### config.mk
export PLATFORM = sky130hd
export DESIGN_NAME = cartridge_bank_controller_unit
export DESIGN_NICKNAME = d
export VERILOG_FILES = /design/src/design/cbc_pkg.sv /design/src/design/cartridge_bank_controller_unit.sv
export SDC_FILE = /design/constraint.sdc
export NUM_CORES = 1
export LEC_CHECK = 0
export BUFFER_PORTS_ARGS = -buffer_cell sky130_fd_sc_hd__buf_4
export CAP_MARGIN = 10
export CORE_ASPECT_RATIO = 0.8
export CORE_MARGIN = 1
export CORE_UTILIZATION = 25
export DETAILED_ROUTE_END_ITERATION = 16
export GPL_TIMING_DRIVEN = 0
export HOLD_SLACK_MARGIN = 0.12
export PLACE_DENSITY = 0.49
export SLEW_MARGIN = 20
export SYNTH_ARGS = -nofsm -noshare
export SYNTH_HDL_FRONTEND = slang
export SYNTH_SLANG_ARGS = --single-unit
### constraint.sdc
create_clock -name i_clk -period 7.27 [get_ports i_clk]
set_clock_uncertainty 0.2 [all_clocks]
set_input_delay 0.727 -clock i_clk [delete_from_list [all_inputs] [get_ports i_clk]]
set_output_delay 0.727 -clock i_clk [all_outputs]
set_load 0.02 [all_outputs]
### src/design/cbc_pkg.sv
// Shared types and constants for the cartridge bank controller.
package cbc_pkg;

    typedef enum logic [2:0] {
        OUT_ROM_READ  = 3'd0,
        OUT_RAM_READ  = 3'd1,
        OUT_RAM_WRITE = 3'd2,
        OUT_OPEN_BUS  = 3'd3,
        OUT_NONE      = 3'd4
    } t_outcome;

    localparam int CFG_IDX_W    = 2;
    localparam int CFG_DATA_W   = 22;
    localparam int ADDR_W       = 16;
    localparam int PHYS_W       = 21;
    localparam int BYTE_W       = 8;
    localparam int ROM_BANK_W   = 7;
    localparam int RAM_BANK_W   = 2;
    localparam int RAM_COUNT_W  = 5;
    localparam int ROM_SIZE_W   = 22;
    localparam int RAM_OFF_W    = 15;
    localparam int RAM_CMP_W    = 16;

    localparam logic [CFG_IDX_W-1:0] CFG_CART_KIND  = 2'd0;
    localparam logic [CFG_IDX_W-1:0] CFG_BANK_MASK  = 2'd1;
    localparam logic [CFG_IDX_W-1:0] CFG_RAM_COUNT  = 2'd2;
    localparam logic [CFG_IDX_W-1:0] CFG_ROM_SIZE   = 2'd3;

    localparam int DEFAULT_RAM_BYTES = 32768;

    localparam logic [ADDR_W-1:0] ADDR_RAM_EN_END   = 16'h1FFF;
    localparam logic [ADDR_W-1:0] ADDR_ROM0_END     = 16'h3FFF;
    localparam logic [ADDR_W-1:0] ADDR_RAM_BANK_END = 16'h5FFF;
    localparam logic [ADDR_W-1:0] ADDR_ROMX_END     = 16'h7FFF;
    localparam logic [ADDR_W-1:0] ADDR_EXT_RAM      = 16'hA000;
    localparam logic [ADDR_W-1:0] ADDR_EXT_RAM_END  = 16'hBFFF;

    localparam logic [3:0] RAM_EN_KEY = 4'hA;

endpackage

### src/design/cartridge_bank_controller_unit.sv
// Cartridge bank controller: bus access translation and bank register updates.
//
// Each bus access transfer yields exactly one result: a ROM byte address, an
// external RAM byte address (read or write, with the byte to store), an open
// bus read, or no memory effect. An accepted access is held in an input
// register, is decoded against the bank registers, and lands in the result
// register. One access can be taken every cycle unless i_ready stalls the result.
// Bank registers change at the same edge that the access moves into the
// result register, so each access sees every earlier write. The configuration
// port (kind, ROM bank mask, RAM bank count, ROM size) must be written only while
// no access is in flight; the block itself does not enforce this.
module cartridge_bank_controller_unit #(
    parameter int RAM_BYTES = cbc_pkg::DEFAULT_RAM_BYTES
) (
    input  logic                             i_clk,
    input  logic                             i_rst_n,
    input  logic                             i_cfg_write,
    input  logic [cbc_pkg::CFG_IDX_W-1:0]    i_cfg_index,
    input  logic [cbc_pkg::CFG_DATA_W-1:0]   i_cfg_data,
    input  logic                             i_valid,
    output logic                             o_ready,
    input  logic                             i_kind,
    input  logic [cbc_pkg::ADDR_W-1:0]       i_bus_address,
    input  logic [cbc_pkg::BYTE_W-1:0]       i_write_value,
    output logic                             o_valid,
    input  logic                             i_ready,
    output logic [2:0]                       o_outcome,
    output logic [cbc_pkg::PHYS_W-1:0]       o_physical_address,
    output logic [cbc_pkg::BYTE_W-1:0]       o_ram_write_value
);
    import cbc_pkg::*;

    localparam logic [RAM_CMP_W-1:0] RAM_LIMIT = RAM_CMP_W'(RAM_BYTES);

    // configuration
    logic                   r_cart_kind;
    logic [ROM_BANK_W-1:0]  r_bank_mask;
    logic [RAM_COUNT_W-1:0] r_ram_count;
    logic [ROM_SIZE_W-1:0]  r_rom_bytes;

    // bank state
    logic                   r_ram_en,   n_ram_en;
    logic [ROM_BANK_W-1:0]  r_rom_bank, n_rom_bank;
    logic [RAM_BANK_W-1:0]  r_ram_bank, n_ram_bank;
    logic                   r_mode,     n_mode;

    // input stage
    logic                   r_in_valid;
    logic                   r_in_kind;
    logic [ADDR_W-1:0]      r_in_addr;
    logic [BYTE_W-1:0]      r_in_val;

    // result stage
    logic                   r_out_valid;
    t_outcome               r_outcome,  n_outcome;
    logic [PHYS_W-1:0]      r_phys,     n_phys;
    logic [BYTE_W-1:0]      r_wval,     n_wval;

    logic                   adv;
    logic [PHYS_W-1:0]      flat_phys, banked_phys, rom_phys;
    logic [RAM_BANK_W-1:0]  eff_ram_bank;
    logic [RAM_OFF_W-1:0]   ram_off;
    logic                   ram_ok;
    logic                   rom_sel;
    logic [ROM_BANK_W-1:0]  bank_lo_wr;

    assign adv     = r_in_valid && (!r_out_valid || i_ready);
    assign o_ready = !r_in_valid || adv;

    assign flat_phys   = PHYS_W'(r_in_addr);
    assign banked_phys = {r_rom_bank & r_bank_mask, r_in_addr[13:0]};

    always_comb begin
        eff_ram_bank = '0;
        if (r_mode && ({{(RAM_COUNT_W-RAM_BANK_W){1'b0}}, r_ram_bank} < r_ram_count)) begin
            eff_ram_bank = r_ram_bank;
        end
    end
    assign ram_off = {eff_ram_bank, r_in_addr[12:0]};
    // RAM access is possible: window hit, enabled, present and inside the RAM
    assign ram_ok  = (r_in_addr >= ADDR_EXT_RAM) && (r_in_addr <= ADDR_EXT_RAM_END)
                     && r_ram_en && (r_ram_count != '0)
                     && ({1'b0, ram_off} < RAM_LIMIT);

    // ROM bank low write: zero value selects bank one
    always_comb begin
        bank_lo_wr = {r_rom_bank[6:5], r_in_val[4:0]};
        if (r_in_val == '0) begin
            bank_lo_wr[0] = 1'b1;
        end
    end

    always_comb begin
        n_outcome  = OUT_NONE;
        n_phys     = '0;
        n_wval     = '0;
        n_ram_en   = r_ram_en;
        n_rom_bank = r_rom_bank;
        n_ram_bank = r_ram_bank;
        n_mode     = r_mode;
        rom_sel    = 1'b0;
        rom_phys   = flat_phys;

        if (!r_cart_kind) begin
            rom_sel = !r_in_kind;
        end else if (!r_in_kind) begin
            priority if (r_in_addr <= ADDR_ROM0_END) begin
                rom_sel = 1'b1;
            end else if (r_in_addr <= ADDR_ROMX_END) begin
                rom_sel  = 1'b1;
                rom_phys = banked_phys;
            end else if (r_in_addr <= ADDR_EXT_RAM_END) begin
                if (ram_ok) begin
                    n_outcome = OUT_RAM_READ;
                    n_phys    = PHYS_W'(ram_off);
                end else begin
                    n_outcome = OUT_OPEN_BUS;
                end
            end else begin
                rom_sel = 1'b1;
            end
        end else begin
            priority if (r_in_addr <= ADDR_RAM_EN_END) begin
                n_ram_en = (r_in_val[3:0] == RAM_EN_KEY);
            end else if (r_in_addr <= ADDR_ROM0_END) begin
                n_rom_bank = bank_lo_wr & r_bank_mask;
            end else if (r_in_addr <= ADDR_RAM_BANK_END) begin
                if (r_mode) begin
                    n_ram_bank = r_in_val[1:0];
                end else begin
                    n_rom_bank = {r_in_val[1:0], r_rom_bank[4:0]} & r_bank_mask;
                end
            end else if (r_in_addr <= ADDR_ROMX_END) begin
                n_mode = r_in_val[0];
            end else if (ram_ok) begin
                n_outcome = OUT_RAM_WRITE;
                n_phys    = PHYS_W'(ram_off);
                n_wval    = r_in_val;
            end else begin
                n_outcome = OUT_NONE;
            end
        end

        // size check shared by every ROM read path
        if (rom_sel) begin
            if ({1'b0, rom_phys} >= r_rom_bytes) begin
                n_outcome = OUT_OPEN_BUS;
            end else begin
                n_outcome = OUT_ROM_READ;
                n_phys    = rom_phys;
            end
        end
    end

    always_ff @(posedge i_clk) begin
        if (!i_rst_n) begin
            r_cart_kind <= 1'b1;
            r_bank_mask <= 7'd127;
            r_ram_count <= '0;
            r_rom_bytes <= ROM_SIZE_W'(32768);
            r_ram_en    <= 1'b0;
            r_rom_bank  <= '0;
            r_ram_bank  <= '0;
            r_mode      <= 1'b0;
            r_in_valid  <= 1'b0;
            r_out_valid <= 1'b0;
        end else begin
            if (i_cfg_write) begin
                unique case (i_cfg_index)
                    CFG_CART_KIND: r_cart_kind <= i_cfg_data[0];
                    CFG_BANK_MASK: r_bank_mask <= i_cfg_data[ROM_BANK_W-1:0];
                    CFG_RAM_COUNT: r_ram_count <= i_cfg_data[RAM_COUNT_W-1:0];
                    CFG_ROM_SIZE:  r_rom_bytes <= i_cfg_data[ROM_SIZE_W-1:0];
                    default:       r_cart_kind <= r_cart_kind;
                endcase
            end
            if (o_ready) begin
                r_in_valid <= i_valid;
            end
            if (adv) begin
                r_ram_en    <= n_ram_en;
                r_rom_bank  <= n_rom_bank;
                r_ram_bank  <= n_ram_bank;
                r_mode      <= n_mode;
                r_out_valid <= 1'b1;
            end else if (i_ready) begin
                r_out_valid <= 1'b0;
            end
        end
    end

    always_ff @(posedge i_clk) begin
        if (o_ready && i_valid) begin
            r_in_kind <= i_kind;
            r_in_addr <= i_bus_address;
            r_in_val  <= i_write_value;
        end
        if (adv) begin
            r_outcome <= n_outcome;
            r_phys    <= n_phys;
            r_wval    <= n_wval;
        end
    end

    assign o_valid            = r_out_valid;
    assign o_outcome          = r_outcome;
    assign o_physical_address = r_phys;
    assign o_ram_write_value  = r_wval;

endmodule
==> metrics.md <==
| Metric | Value |
|---|---|
| Global-route wire length before repair | 19100 um |
| Antenna diode count | 0 |
| Drt via density | 4.51 |
| Min-Delay Startpoint | r_rom_bytes[3]$_SDFFE_PN0P_ |
| Commonest register cell after synthesis | edfxtp_1 |
| Number of buffers added on ports | 86 |
| Commonest cells post-synth | 89 x nand2_1, 57 x edfxtp_1, 48 x dfxtp_1 |
| Most frequently used cell type in the post-synthesis netlist | nand2_1 |
| Final critical-path setup slack | 3.79 ns |
| Distinct cell type count of the synthesized netlist | 43 |
| Latest clock arrival within the worst-skew pair | 0.34 ns |
| Adder-cell share of the synthesized area | 5.90% |
| Placed Instance Area | 5630 sq um |
| Wire length per cell after detailed routing | 15.2 um |
| Remaining global-route overflow | 0 |
| Final antenna-violating net count | 0 |
| Synthesis-to-finish area growth | 27.5% |
| HP Class | reg2reg |
| Number of warning messages in the yosys log | 0 |
| Vias in the first global route | 3609 |
| CTS tree | built |
| Total non-filler cell area in the finished layout | 5950 sq um |
| HPWL after detailed placement | 9400 um |
| Pin count of the biggest net entering global routing | 34 |
| Clock transition at the registers of the reported paths | 0.07 ns |
| Combinational family with the most area after synthesis | simple AND/OR/NAND/NOR gates |
| Final core occ | 32.6% |
| Compound-Gate Fraction of Synth Area | 9.76% |
| Startpoint of the worst setup timing path | r_in_kind$_DFFE_PP_ |
| Post-synth ARST share | 0% |
| Pint | 1.02 mW |
| Number of max-capacitance violations reported | 0 |
| Setup Slack @ Placement | 3.81 ns |
| Startpoint of the worst-slack reg-to-reg timing path | r_in_kind$_DFFE_PP_ |
| Initial antenna violation count | 0 |
| Synthesized-area fraction occupied by xor and xnor cells | 0.188% |
| Critical path arrival | 3.36 ns |
| Clk sink count | 105 |
| Fin cells | 810 |
| Die Span Y | 124 um |
| Number of setup buffers added after CTS | 0 |
| Crit. End Element | register |
| Die extent in x | 155 um |
| Minimum clock period after layout | 3.48 ns |
| Power density over the cells | 224 nW/um^2 |
| Gate count after technology mapping | 455 |
| Delay contributed by the slowest stage of the critical path | 0.51 ns |
| Gp weighted congestion | 0.851 |
| Num rows | 44 |
| Max_slew headroom | 33.9% |
| Highest ir drop seen on vdd | 0.000107 V |
| Critical Path Fanout Max | 10 |
| Setup tns final | 0 ns |
| Average footprint of a synthesized cell | 10.3 sq um |
| Vias after detailed routing | 3650 |
| Crit path required time | 7.15 ns |
| Relative contribution of combinational cells to total power | 10.6% |
| Residual DRC count | 0 |
| Final hold vios | 0 |
| Sequence of cells on the critical path | nor2b_1 -> and3b_1 -> and3_1 -> ha_1 -> nand4b_1 -> nor3_1 -> nand3_1 -> nor2_1 -> buf_2 -> o31ai_1 |
| Number of top-level pins | 88 |
| Kind of critical path | reg2reg |
| Floorplan core area | 18200 sq um |
| Sequential share of power | 50.3% |
| Final critical-path share of the clock period | 47.9% |
| Total length of routed wires | 12300 um |
| Mux share of post-synthesis cell area | 2.15% |
| Layout cell share with drive strength beyond 1 | 20.3% |
| Result of the run | completed |
| Maximum count of clock buffers along a single path | 2 |
| Slew @ Worst Pin | 0.984 ns |
| Cell leakage power | 2.31 nW |
| CTS Root Cell | clkbuf_16 |
| # resized after CTS | 0 |
| Total GRT Usage | 13.3% |
| Post-synthesis share of cell area spent on and, or, nand and nor gates | 20.9% |
| Sequential share of the synthesized area | 57.3% |
| Top cells by area, synth | edfxtp_1 37%, dfxtp_1 21%, nand2_1 7.2%, ha_1 5.9%, a21oi_1 3.8% |
| Number of synthesized flops with an enable pin | 57 |
| Net switching power figure | 0.310 mW |
| Synth top area share | 36.7% |
| Initial core utilization | 25.6% |
| CP Launch Type | register |
| Number of hold buffers added after CTS | 0 |
| Number of nets in the finished design | 628 |
| H-tree depth | 3 |
| Net switching share of the total power | 23.3% |
| Clock buffer count from CTS | 9 |
| #FFs+latches synth | 105 |
| Maximum clock frequency | 287 MHz |
| Fraction of power consumed by the clock network | 39.1% |
| Synth Net Count | 531 |
| First-pass iteration count of the detailed router | 4 |
| Cell type contributing the most total cell area after synthesis | edfxtp_1 |
| RSZ-0062 raised after global routing | no |
| Cell Area, Synth | 4670 sq um |
| Crit-path slowest cell | nor2_1 |
| Floorplan die area | 19200 sq um |
| Cell count after placement | 794 |
| First-iteration detailed-routing DRC count | 213 |
| Number of max-slew violations in the final report | 0 |
| # setup viols final | 0 |
[layout make-up]
cell class,count,area (sq um)
clock inverter,6,81.3
buffer,21,82.6
tap,253,317
multi-input combinational,304,1820
sequential,105,2670
clock buffer,10,239
fill,1863,12300
inverter,25,93.8
timing repair buffer,86,646
[flip-flops by register name (all words and copies together), names as in the netlist]
| register | flops |
|---|---|
| r_mode | 1 |
| r_cart_kind | 1 |
| o_physical_address | 21 |
| r_ram_bank | 2 |
| r_in_val | 8 |
| o_outcome | 3 |
| r_in_kind | 1 |
| r_ram_en | 1 |
| r_ram_count | 5 |
| r_in_valid | 1 |
| r_in_addr | 16 |
| r_rom_bank | 7 |
| o_valid | 1 |
| o_ram_write_value | 8 |
| r_bank_mask | 7 |
| r_rom_bytes | 22 |
[cells in the final DEF, fill, tap and decap left out, types with 15 or more instances in the layout]
master    netlist  final
ha_1           22     22
nand2_1        89     89
dfxtp_1        48     48
buf_4           0     86
a21oi_1        35     35
clkbuf_1       18     18
and3_1         16     16
edfxtp_1       57     57
inv_1          25     25
nand3_1        31     31
nor2_1         20     20
o31ai_1        15     15
[metal layers]
| layer | share of wire [%] | GRT usage, % | vias to the layer above |
|---|---|---|---|
| li1 | - | - | 1815 |
| met1 | 47 | 17.8 | 1728 |
| met2 | 46 | 21.5 | 96 |
| met3 | 6.3 | 3.03 | 11 |
| met4 | 0.94 | 3.77 | 0 |
| met5 | 0 | 0 | - |
[path summary, 6_finish.rpt]
path                                            to  slack (ns)  cells after the start
hold / removal         r_rom_bytes[3]$_SDFFE_PN0P_        0.26                      2
setup / recovery  o_physical_address[14]$_DFFE_PP_        3.79                     10
hold reg to reg        r_rom_bytes[3]$_SDFFE_PN0P_        0.26                      2
setup reg to reg  o_physical_address[14]$_DFFE_PP_        3.79                     10
[per-stage QoR]
step / total power, mW / hold slack [ns]
2_1_floorplan: 0.758 / 0.236
3_3_place_gp: 0.824 / 0.246
3_5_place_dp: 0.827 / 0.253
4_1_cts: 1.36 / 0.263
5_1_grt: 1.39 / 0.281
6_report: 1.33 / 0.259
[cells by family (layout without fill, tap and decap cells)]
| group | after synthesis | count (layout) |
|---|---|---|
| xor gates and xnor gates | 1 | 1 |
| buffers and inverters | 46 | 148 |
| adders and majority gates | 22 | 22 |
| muxes | 10 | 10 |
| and+or+nand+nor | 200 | 200 |
| DFF | 105 | 105 |
| AOI/OAI and AO/OA | 71 | 71 |
[power by group through the flow]
stage	registers (mW)	logic (mW)	clock network, mW
5_1_grt	0.674	0.156	0.558
4_1_cts	0.671	0.143	0.541
3_5_place_dp	0.685	0.142	0
6_report	0.671	0.141	0.521
3_3_place_gp	0.684	0.139	0
2_1_floorplan	0.690	0.0678	0
[worst max-delay path, delay by kind of cell (launching register included)]
kind / cells / cell delay [ns]
AO/OA/AOI/OAI: 1 / 0.12
AND/OR/NAND/NOR: 7 / 1.95
flip-flops: 1 / 0.44
adder cells (fa/ha/maj): 1 / 0.16
buffers and inverters: 1 / 0.33
Note: power is estimated with default switching activity, not from simulation.
